--- src/hw/rtl/ipdp_pkg.sv ---
`default_nettype none
// ----------------------------------------------------------------------------
// ipdp_pkg: shared types and helpers for the dotted address parser
// character classes and the result word carried from the core to the top
// ----------------------------------------------------------------------------
package ipdp_pkg;

  localparam int unsigned CharW = 8;
  localparam int unsigned AddrW = 32;

  localparam logic [CharW-1:0] ChNul   = 8'h00;
  localparam logic [CharW-1:0] ChSpace = 8'h20;
  localparam logic [CharW-1:0] ChTab   = 8'h09;
  localparam logic [CharW-1:0] ChCr    = 8'h0D;
  localparam logic [CharW-1:0] ChZero  = 8'h30;
  localparam logic [CharW-1:0] ChNine  = 8'h39;
  localparam logic [CharW-1:0] ChDot   = 8'h2E;
  localparam logic [CharW-1:0] ChLowX  = 8'h78;
  localparam logic [CharW-1:0] ChUpX   = 8'h58;
  localparam logic [CharW-1:0] ChLowA  = 8'h61;
  localparam logic [CharW-1:0] ChLowF  = 8'h66;
  localparam logic [CharW-1:0] ChUpA   = 8'h41;
  localparam logic [CharW-1:0] ChUpF   = 8'h46;

  typedef struct packed {
    logic             ok;
    logic [AddrW-1:0] addr;
  } res_t;

  function automatic logic is_term(input logic [CharW-1:0] c);
    return (c == ChNul) || (c == ChSpace) || (c >= ChTab && c <= ChCr);
  endfunction

  function automatic logic is_dec(input logic [CharW-1:0] c);
    return (c >= ChZero) && (c <= ChNine);
  endfunction

endpackage
`default_nettype wire

--- src/hw/rtl/ipv4_dotted_address_parser.sv ---
`default_nettype none
// result: a terminator's result is registered as that word leaves the input register
// throughput: one character word per cycle; a terminator waits only while a
// previous result sits unread in the output register
// reset: synchronous active-low rst_n clears the parse state and both valid flags
// ----------------------------------------------------------------------------
// ipv4_dotted_address_parser: streaming dotted-quad address parser
// input register, per-character parse core, registered result
// ----------------------------------------------------------------------------
module ipv4_dotted_address_parser (
  input  wire logic                       clk,
  input  wire logic                       rst_n,
  input  wire logic                       in_valid,
  output logic                            in_ready,
  input  wire logic [ipdp_pkg::CharW-1:0] in_character,
  output logic                            out_valid,
  input  wire logic                       out_ready,
  output logic                            out_valid_res,
  output logic [ipdp_pkg::AddrW-1:0]      out_address
);
  import ipdp_pkg::*;

  logic             s1_valid_r;
  logic [CharW-1:0] s1_char_r;
  logic             out_valid_r;
  res_t             out_res_r;
  res_t             core_res;
  logic             s1_term;
  logic             advance;

  assign s1_term  = is_term(s1_char_r);
  assign advance  = s1_valid_r && (!s1_term || !out_valid_r || out_ready);
  assign in_ready = !s1_valid_r || advance;

  always_ff @(posedge clk) begin
    if (!rst_n) begin
      s1_valid_r <= 1'b0;
    end else if (in_ready) begin
      s1_valid_r <= in_valid;
    end
  end

  always_ff @(posedge clk) begin
    if (in_ready) begin
      s1_char_r <= in_character;
    end
  end

  ipdp_core u_core (
    .clk   (clk),
    .rst_n (rst_n),
    .step  (advance),
    .ch    (s1_char_r),
    .res   (core_res)
  );

  always_ff @(posedge clk) begin
    if (!rst_n) begin
      out_valid_r <= 1'b0;
    end else if (advance && s1_term) begin
      out_valid_r <= 1'b1;
    end else if (out_ready) begin
      out_valid_r <= 1'b0;
    end
  end

  always_ff @(posedge clk) begin
    if (advance && s1_term) begin
      out_res_r <= core_res;
    end
  end

  assign out_valid     = out_valid_r;
  assign out_valid_res = out_res_r.ok;
  assign out_address   = out_res_r.addr;

  // a failed parse reports a zero address
  a_bad_zero: assert property (@(posedge clk) disable iff (!rst_n)
    out_valid_r && !out_res_r.ok |-> out_res_r.addr == '0)
    else $error("invalid result with nonzero address");

  // a result only follows a terminator leaving the input register
  a_res_src: assert property (@(posedge clk) disable iff (!rst_n)
    $rose(out_valid_r) |-> $past(advance && s1_term))
    else $error("result without terminator");

  // input stalls only behind a held terminator and an unread result
  a_stall: assert property (@(posedge clk) disable iff (!rst_n)
    !in_ready |-> s1_valid_r && s1_term && out_valid_r && !out_ready)
    else $error("unexpected input stall");

endmodule
`default_nettype wire

--- src/hw/rtl/ipdp_core.sv ---
`default_nettype none
// ----------------------------------------------------------------------------
// ipdp_core: parse state and per-character update
// holds the part accumulator, saved parts and phase; gives the finished
// address for a terminator character in the same cycle
// ----------------------------------------------------------------------------
module ipdp_core (
  input  wire logic                       clk,
  input  wire logic                       rst_n,
  input  wire logic                       step,
  input  wire logic [ipdp_pkg::CharW-1:0] ch,
  output ipdp_pkg::res_t                  res
);
  import ipdp_pkg::*;

  typedef enum logic [2:0] {
    PH_START  = 3'd0,
    PH_ZERO   = 3'd1,
    PH_DIGITS = 3'd2
  } phase_t;

  typedef enum logic [1:0] {
    RDX_DEC = 2'd0,
    RDX_OCT = 2'd1,
    RDX_HEX = 2'd2
  } radix_t;

  phase_t           phase_r, phase_nxt;
  radix_t           radix_r, radix_nxt;
  logic [AddrW-1:0] acc_r, acc_nxt;
  logic [1:0]       cnt_r, cnt_nxt;
  logic             err_r, err_nxt;
  logic [AddrW-1:0] part_r [3];
  logic             save;

  logic [AddrW-1:0] acc_mul;
  logic [3:0]       hex_val;
  logic             in_part;
  logic             is_hex_let;
  logic [AddrW-1:0] fin_v;
  logic             fin_ok;

  always_comb begin
    case (radix_r)
      RDX_OCT: acc_mul = acc_r << 3;
      RDX_HEX: acc_mul = acc_r << 4;
      default: acc_mul = (acc_r << 3) + (acc_r << 1);
    endcase
  end

  // a..f and A..F share the low three bits
  assign hex_val    = {1'b0, ch[2:0]} + 4'd9;
  assign is_hex_let = (radix_r == RDX_HEX) &&
                      ((ch >= ChLowA && ch <= ChLowF) || (ch >= ChUpA && ch <= ChUpF));
  assign in_part    = (phase_r == PH_ZERO) || (phase_r == PH_DIGITS);

  // last part fills what the earlier parts leave
  always_comb begin
    fin_v  = acc_r;
    fin_ok = 1'b1;
    case (cnt_r)
      2'd0: begin
        fin_v = acc_r;
      end
      2'd1: begin
        fin_ok = (acc_r[31:24] == '0);
        fin_v  = acc_r | (part_r[0] << 24);
      end
      2'd2: begin
        fin_ok = (acc_r[31:16] == '0);
        fin_v  = acc_r | (part_r[0] << 24) | (part_r[1] << 16);
      end
      default: begin
        fin_ok = (acc_r[31:8] == '0);
        fin_v  = acc_r | (part_r[0] << 24) | (part_r[1] << 16) | (part_r[2] << 8);
      end
    endcase
  end

  always_comb begin
    res.ok   = 1'b0;
    res.addr = '0;
    if (!err_r && in_part && fin_ok) begin
      res.ok   = 1'b1;
      res.addr = fin_v;
    end
  end

  always_comb begin
    phase_nxt = phase_r;
    radix_nxt = radix_r;
    acc_nxt   = acc_r;
    cnt_nxt   = cnt_r;
    err_nxt   = err_r;
    save      = 1'b0;
    if (is_term(ch)) begin
      phase_nxt = PH_START;
      radix_nxt = RDX_DEC;
      acc_nxt   = '0;
      cnt_nxt   = '0;
      err_nxt   = 1'b0;
    end else if (err_r) begin
      err_nxt = 1'b1;
    end else if (!in_part) begin
      if (!is_dec(ch)) begin
        err_nxt = 1'b1;
      end else if (ch == ChZero) begin
        acc_nxt   = '0;
        radix_nxt = RDX_OCT;
        phase_nxt = PH_ZERO;
      end else begin
        acc_nxt   = {{(AddrW-4){1'b0}}, ch[3:0]};
        radix_nxt = RDX_DEC;
        phase_nxt = PH_DIGITS;
      end
    end else if (phase_r == PH_ZERO && (ch == ChLowX || ch == ChUpX)) begin
      phase_nxt = PH_DIGITS;
      radix_nxt = RDX_HEX;
    end else begin
      phase_nxt = PH_DIGITS;
      if (is_dec(ch)) begin
        acc_nxt = acc_mul + {{(AddrW-4){1'b0}}, ch[3:0]};
      end else if (is_hex_let) begin
        acc_nxt = acc_mul | {{(AddrW-4){1'b0}}, hex_val};
      end else if (ch == ChDot) begin
        if (cnt_r == 2'd3) begin
          err_nxt = 1'b1;
        end else begin
          save      = 1'b1;
          cnt_nxt   = cnt_r + 2'd1;
          acc_nxt   = '0;
          radix_nxt = RDX_DEC;
          phase_nxt = PH_START;
        end
      end else begin
        err_nxt = 1'b1;
      end
    end
  end

  always_ff @(posedge clk) begin
    if (!rst_n) begin
      phase_r <= PH_START;
      radix_r <= RDX_DEC;
      acc_r   <= '0;
      cnt_r   <= '0;
      err_r   <= 1'b0;
    end else if (step) begin
      phase_r <= phase_nxt;
      radix_r <= radix_nxt;
      acc_r   <= acc_nxt;
      cnt_r   <= cnt_nxt;
      err_r   <= err_nxt;
    end
  end

  always_ff @(posedge clk) begin
    if (step && save) begin
      part_r[cnt_r] <= acc_r;
    end
  end

endmodule
`default_nettype wire

--- config.mk ---
export PLATFORM = sky130hd
export DESIGN_NAME = ipv4_dotted_address_parser
export DESIGN_NICKNAME = d
export VERILOG_FILES = /design/src/hw/rtl/ipdp_pkg.sv /design/src/hw/rtl/ipv4_dotted_address_parser.sv /design/src/hw/rtl/ipdp_core.sv
export SDC_FILE = /design/constraint.sdc
export NUM_CORES = 1
export LEC_CHECK = 0
export BUFFER_PORTS_ARGS = -buffer_cell sky130_fd_sc_hd__buf_2
export CAP_MARGIN = 20
export CORE_ASPECT_RATIO = 1.75
export CORE_MARGIN = 3
export CORE_UTILIZATION = 54
export DETAILED_ROUTE_END_ITERATION = 12
export PLACE_DENSITY = 0.72
export RECOVER_POWER = 50
export SLEW_MARGIN = 10
export SYNTH_ARGS = -nofsm -noshare
export SYNTH_HDL_FRONTEND = slang
export SYNTH_SLANG_ARGS = --single-unit
--- constraint.sdc ---
create_clock -name clk -period 7.1 [get_ports clk]
set_input_delay 1.775 -clock clk [delete_from_list [all_inputs] [get_ports clk]]
set_output_delay 1.775 -clock clk [all_outputs]
set_load 0.02 [all_outputs]
Word level (Yosys, flattened, before mapping)
Memory sizes are Yosys's and may differ from the RTL's.
Index checks and enable logic that the tools add are counted.
{"block": "op_classes", "add_sub_neg": 4, "magnitude_cmp": 8, "eq_ne": 23, "n_mux": 63, "bitwise": 4, "reduce_logical": 37}
{"cell": "two-way mux 32 bit", "count": 9}
{"cell": "OR 32 bit", "count": 3}
{"cell": "case mux 32 bit (3 select lines)", "count": 1}
{"cell": "case mux 32 bit (2 select lines)", "count": 1}
{"cell": "two-way mux 2 bit", "count": 19}
{"cell": "two-way mux 33 bit", "count": 1}
{"cell": "adder 32 bit", "count": 1}
{"cell": "adder 32 x 4 -> 32 bit", "count": 1}
{"cell": "OR 32 x 4 -> 32 bit", "count": 1}
{"cell": "== test 8 x 6 -> 1 bit, second input constant", "count": 3}
{"cell": "logical NOT 24 bit", "count": 1}
{"cell": "two-way mux 3 bit", "count": 8}
{"cell": "two-way mux 1 bit", "count": 22}
{"cell": "== test 8 x 7 -> 1 bit, second input constant", "count": 2}
{"cell": ">= comparator 8 x 7 -> 1 bit, second input constant", "count": 2}
{"cell": "less-or-equal comparator 8 x 7 -> 1 bit, second input constant", "count": 2}
{"cell": "logical NOT 16 bit", "count": 1}
{"cell": "logical NOT 8 bit", "count": 2}
{"cell": "inequality test 4 bit, second input constant", "count": 4}
{"cell": "logical AND 1 bit", "count": 11}
{"cell": "inequality test 2 bit, second input constant", "count": 5}
{"cell": ">= comparator 8 x 4 -> 1 bit, second input constant", "count": 1}
{"cell": ">= comparator 8 x 6 -> 1 bit, second input constant", "count": 1}
{"cell": "less-or-equal comparator 8 x 4 -> 1 bit, second input constant", "count": 1}
{"cell": "21 further kinds", "count": 36}
{"block": "totals", "register_bits": 83, "ramBits": 96, "in_bits": 12, "out_inout_bits": 35, "elab_cells": 150, "memories": 1}
{"memory": "u_core.part_r", "depth": 3, "width": 32, "read_ports": 3, "rd_ports_with_merged_regs": 0, "wr": 1, "line": "ipdp_core.sv:33", "source": "logic [AddrW-1:0] part_r [3];"}

Logic depth before layout (Yosys ltp)
{"block": "depth", "ltp_word": 13, "depth_mapped": 20, "ltp_nobuf": 14}

By module
From an unflattened synthesis, not the netlist that was laid out.
{"block": "hier_totals", "hier_cells": 930, "hier_area_um2": 8511.9}
{"module": "ipdp_core", "instances": 1, "cells_per_inst": 870, "area_per_inst_um2": 7114.3, "seq_area_each_um2": 2222.1}
{"module": "ipv4_dotted_address_parser", "instances": 1, "cells_per_inst": 60, "area_per_inst_um2": 1397.6, "seq_area_each_um2": 1271.2}

Least setup slack after synthesis
No wires, ideal clock.
{"block": "synth_timing", "kind": "register to register", "startpoint": "register u_core.radix_r[0]", "endpoint": "register u_core.acc_r[21]", "setup_ps": 118, "arrival_time_ps": 4073, "required_ps": 6982, "slack_ps": 2908, "path_stages_with_launch": 20, "n_path_buf": 6, "period_less_slack_ps": 4192, "cell_sequence": "dfxtp_1 inv_1 ha_1 buf_2 buf_2 buf_2 buf_2 buf_1 buf_1 o21ai_0 ha_1 a21oi_1 nor2_1 nor4b_2 nand4b_1 or3_1 nor3_4 mux2_1 a22oi_1 nor2b_1"}
{"block": "synth_via", "elab_chain_len": 9, "elab_cells_between_ends": 15, "cone_classes": "1 x add/sub; 3 x eq/ne; 7 x mux; 1 x bitwise; 3 x reduce/logical"}
{"item": "start: declaration", "line": "ipdp_core.sv:29", "source": "radix_t radix_r, radix_nxt;"}
{"item": "start signal: assignment", "line": "ipdp_core.sv:150", "source": "radix_r <= radix_nxt;"}
{"item": "parallel branches: the longest is 9 deep, another holds adder 32 x 4 -> 32 bit"}
{"item": "end signal: assignment", "line": "ipdp_core.sv:151", "source": "acc_r <= acc_nxt;"}
{"item": "end: declaration", "line": "ipdp_core.sv:30", "source": "logic [AddrW-1:0] acc_r, acc_nxt;"}
Parallel ways; which one is timed is not known. The select of a mux whose other input is x is not followed.
A chain may end at the register's enable or synchronous reset.

Worst setup path in the final report
{"block": "layout_timing", "startpoint": "register s1_char_r[0]", "endpoint": "output in_ready"}
{"block": "layout_via", "elab_chain_len": 8, "elab_cells_between_ends": 12, "cone_classes": "2 x order compare; 1 x eq/ne; 9 x reduce/logical"}
{"item": "start: declaration", "line": "ipv4_dotted_address_parser.sv:24", "source": "logic [CharW-1:0] s1_char_r;"}
{"item": "start signal: assignment", "line": "ipv4_dotted_address_parser.sv:45", "source": "s1_char_r <= in_character;"}
{"item": ">= comparator 8 x 4 -> 1 bit, or another cell as far along", "line": "ipdp_pkg.sv:31", "source": "return (c == ChNul) || (c == ChSpace) || (c >= ChTab && c <= ChCr);"}
{"item": "logical AND 1 bit / logical OR 1 bit (equally long branches)", "line": "ipdp_pkg.sv:31"}
{"item": "logical OR 1 bit *", "line": "ipdp_pkg.sv:31"}
{"item": "logical NOT 1 bit *", "line": "ipv4_dotted_address_parser.sv:32", "source": "assign advance = s1_valid_r && (!s1_term || !out_valid_r || out_ready);"}
{"item": "logical OR 1 bit * (2 in series)", "line": "ipv4_dotted_address_parser.sv:32"}
{"item": "logical AND 1 bit *", "line": "ipv4_dotted_address_parser.sv:32"}
{"item": "logical OR 1 bit *", "line": "ipv4_dotted_address_parser.sv:33", "source": "assign in_ready = !s1_valid_r || advance;"}
{"item": "end: declaration", "line": "ipv4_dotted_address_parser.sv:14", "source": "output logic in_ready,"}
Mark *: on every way between the ends. The rest lies on a longest branch, timed or not.

==> results.md <==
* Synth warnings at 0
* Routed len/inst at 22.1 µm
* Fin. max-slew vios at 0
* Nets@finish at 992
* Ant diodes at 0
* Unrepaired setup endpoints after global routing: false
* FP Rows at 60
* Crit path kind: flip-flop to output pin
* Clock transition at path regs at 0.07 ns
* Hold-fix buffers, CTS at 0
* Share of cells above drive strength 1 at 8.96%
* Reg2reg start: u_core.radix_r[1]
* Post-CTS resize count at 0
* Worst path max stage delay at 0.67 ns
* Worst VDD drop at 0.000153 V
* Finished Layout Cells at 1,135
* Slew @ Worst Pin at 1.18 ns
* Clock buffer count from CTS at 17
* Synth unique cells at 86
* CTS Buffer Depth at 2
* Arr. time, crit path at 3.39 ns
* Total die area at 17,400 µm²
* Chip Height at 172 µm
* Fillers at 1,338
* H-tree lvl count at 4
* Placed insts at 1,102
* Hold crit path type: flip-flop to flip-flop
* Final Hold Viols at 0
* TritonCTS clock tree: done
* PD cells at 182 nW/µm²
* Detailed Route WL at 25,000 µm
* Clock Latency Late Sink at 0.42 ns
* CP endpoint kind: output pin
* Most frequent cells in the layout: edfxtp_1 (89), nor2_1 (87), a21oi_1 (74)
* Post-synth top flop: edfxtp_1
* Fin Hold WS at 0.472 ns
* Worst Hold Launch: u_core.phase_r[0]
* Vias in the first global route at 7,394
* Core Area at 15,400 µm²
* Delay-heaviest family, CP: simple AND/OR/NAND/NOR gates
* Synthesized net count at 971
* Final period util at 72.8%
* Cell count after synthesis at 915
* Die W at 101 µm
* First-pass GRT wire length at 39,000 µm
* Buf/Inv on CP at 2
* Overall Power at 1.71 mW
* Commonest non-fill, non-tap cell in the layout: edfxtp_1
* DR pass1 iterations at 5
* Hold Crit Depth at 2
* Worst endpoint required time at 5.33 ns
* Reg-to-reg setup timing slack at 2.19 ns
* Crit-path slowest cell: a2111oi_4
* Final-report setup violation count at 0
* Post CTS Setup Buffer Count at 0
* Total track usage at 29.3%
* Register area share after synthesis at 41.0%
* EDFF count, synth at 89
* Avg Inst Size Synth at 9.31 µm²
* Clock sink total at 130
* DRT iter0 DRCs at 580
* Clock skew at 0.0109 ns
* Starting density of the core at 55.3%
* Area delta synth->final at 9.93%
* GRT overflow at 0
* Routed Antenna Nets at 0
* Outcome: complete, no violations
* Max Cap Viol at 0
* Synthesized cell area at 8520 µm²
* HPWL Detailed at 18,100 µm
* Max Clk Rate at 193 MHz
* Worst Hold End: u_core.phase_r[0]
* #FFs+latches synth at 130
* FF-to-FF End: u_core.acc_r[30]
* I/O pins at 47
* Critical-path cell list: inv_1, ha_1, a21oi_1, or3b_1, a2111oi_4, nand4b_1, buf_2
* DR vias/cell at 6.77
* Root Buffer: clkbuf_16
* Pin count of the biggest net entering global routing at 38
* Fin crit period at 5.17 ns
* R2r worst-path depth at 10
* Cell Area, Placed at 8810 µm²
* Worst slew margin at 21.3%
* IO buf count at 46
* LEAKAGE at 3.24 nW
* Initial antenna violation count at 0
* Startpoint Class: flip-flop
* GP Congestion at 1.00
* Setup TNS at 0 ns
* Asr flop ratio synth at 0%
* Design area at 9360 µm²
* Vias at 7,679
* DRC Markers at 0
* Crit Path Max Fanout at 11
worst max-delay path by stage:
stage,from,endpoint,cells after the start
final,s1_char_r[0],in_ready,7
after global routing,s1_char_r[1],in_ready,7
after global placement,s1_char_r[0],in_ready,7
after floorplan,u_core.radix_r[0],u_core.acc_r[21],19
after detailed placement,s1_char_r[0],in_ready,7
after CTS,s1_char_r[0],in_ready,7
routing by layer:
metal	global-route usage [%]	wire [µm]	vias to the layer above
li1	-	-	3557
met1	32.0	9220	3676
met2	52.5	13000	333
met3	4.04	1230	113
met4	18.8	1580	0
met5	0	0	-
sequential cells by signal (all words and copies together) (netlist names):
| signal | count |
|---|---|
| out_address | 32 |
| out_valid | 1 |
| out_valid_res | 1 |
| s1_char_r | 8 |
| s1_valid_r | 1 |
| u_core.acc_r | 32 |
| u_core.cnt_r | 2 |
| u_core.err_r | 1 |
| u_core.part_r | 48 |
| u_core.phase_r | 2 |
| u_core.radix_r | 2 |
cell families after synthesis:
kind of cell	Yosys count	share of synthesized area (%)
and+or+nand+nor	349	22.1
DFF	130	41.0
xor gates and xnor gates	14	1.44
AOI/OAI and AO/OA	285	23.1
buffers and inverters	76	3.63
adders and majority gates	44	6.64
muxes	17	2.07
synth_stat cells (17+ instances only):
library cell | count | area (µm²)
a21oi_1 | 74 | 370
a22oi_1 | 21 | 158
clkbuf_1 | 31 | 116
dfxtp_1 | 41 | 821
edfxtp_1 | 89 | 2670
ha_1 | 42 | 526
inv_1 | 26 | 97.6
nand2_1 | 71 | 267
nand4_1 | 17 | 106
nor2_1 | 87 | 327
nor2b_1 | 33 | 206
nor3_1 | 27 | 135
o21ai_0 | 53 | 265
cell type report:
type	instances	area (µm²)	area share [%]
Clock buffer	17	425	4.54
Clock inverter	15	159	1.70
Inverter	26	97.6	1.04
Multi-Input combinational cell	709	4710	50.4
Sequential cell	130	3490	37.3
Tap cell	186	233	2.49
Timing Repair Buffer	52	240	2.57
through the flow:
step / setup WS (ns) / util (%)
6_report: 1.93 / 60.8
5_1_grt: 1.72 / 60.8
4_1_cts: 1.94 / 61.0
3_5_place_dp: 2.43 / 57.2
3_3_place_gp: 2.48 / 57.2
2_1_floorplan: 2.91 / -
power breakdown:
part / switching, mW / leakage, nW / internal, mW
logic: 0.0162 / 1.79 / 0.0111
clock network: 0.372 / 0.280 / 0.498
registers: 0.00677 / 1.16 / 0.804
total: 0.395 / 3.24 / 1.31
tightest hold or removal path, cell delays in order (launching register included):
cell	delay (ns)
dfxtp_1	0.32
nand2_1	0.05
a21boi_0	0.06
(Power assumes the default switching activity.)
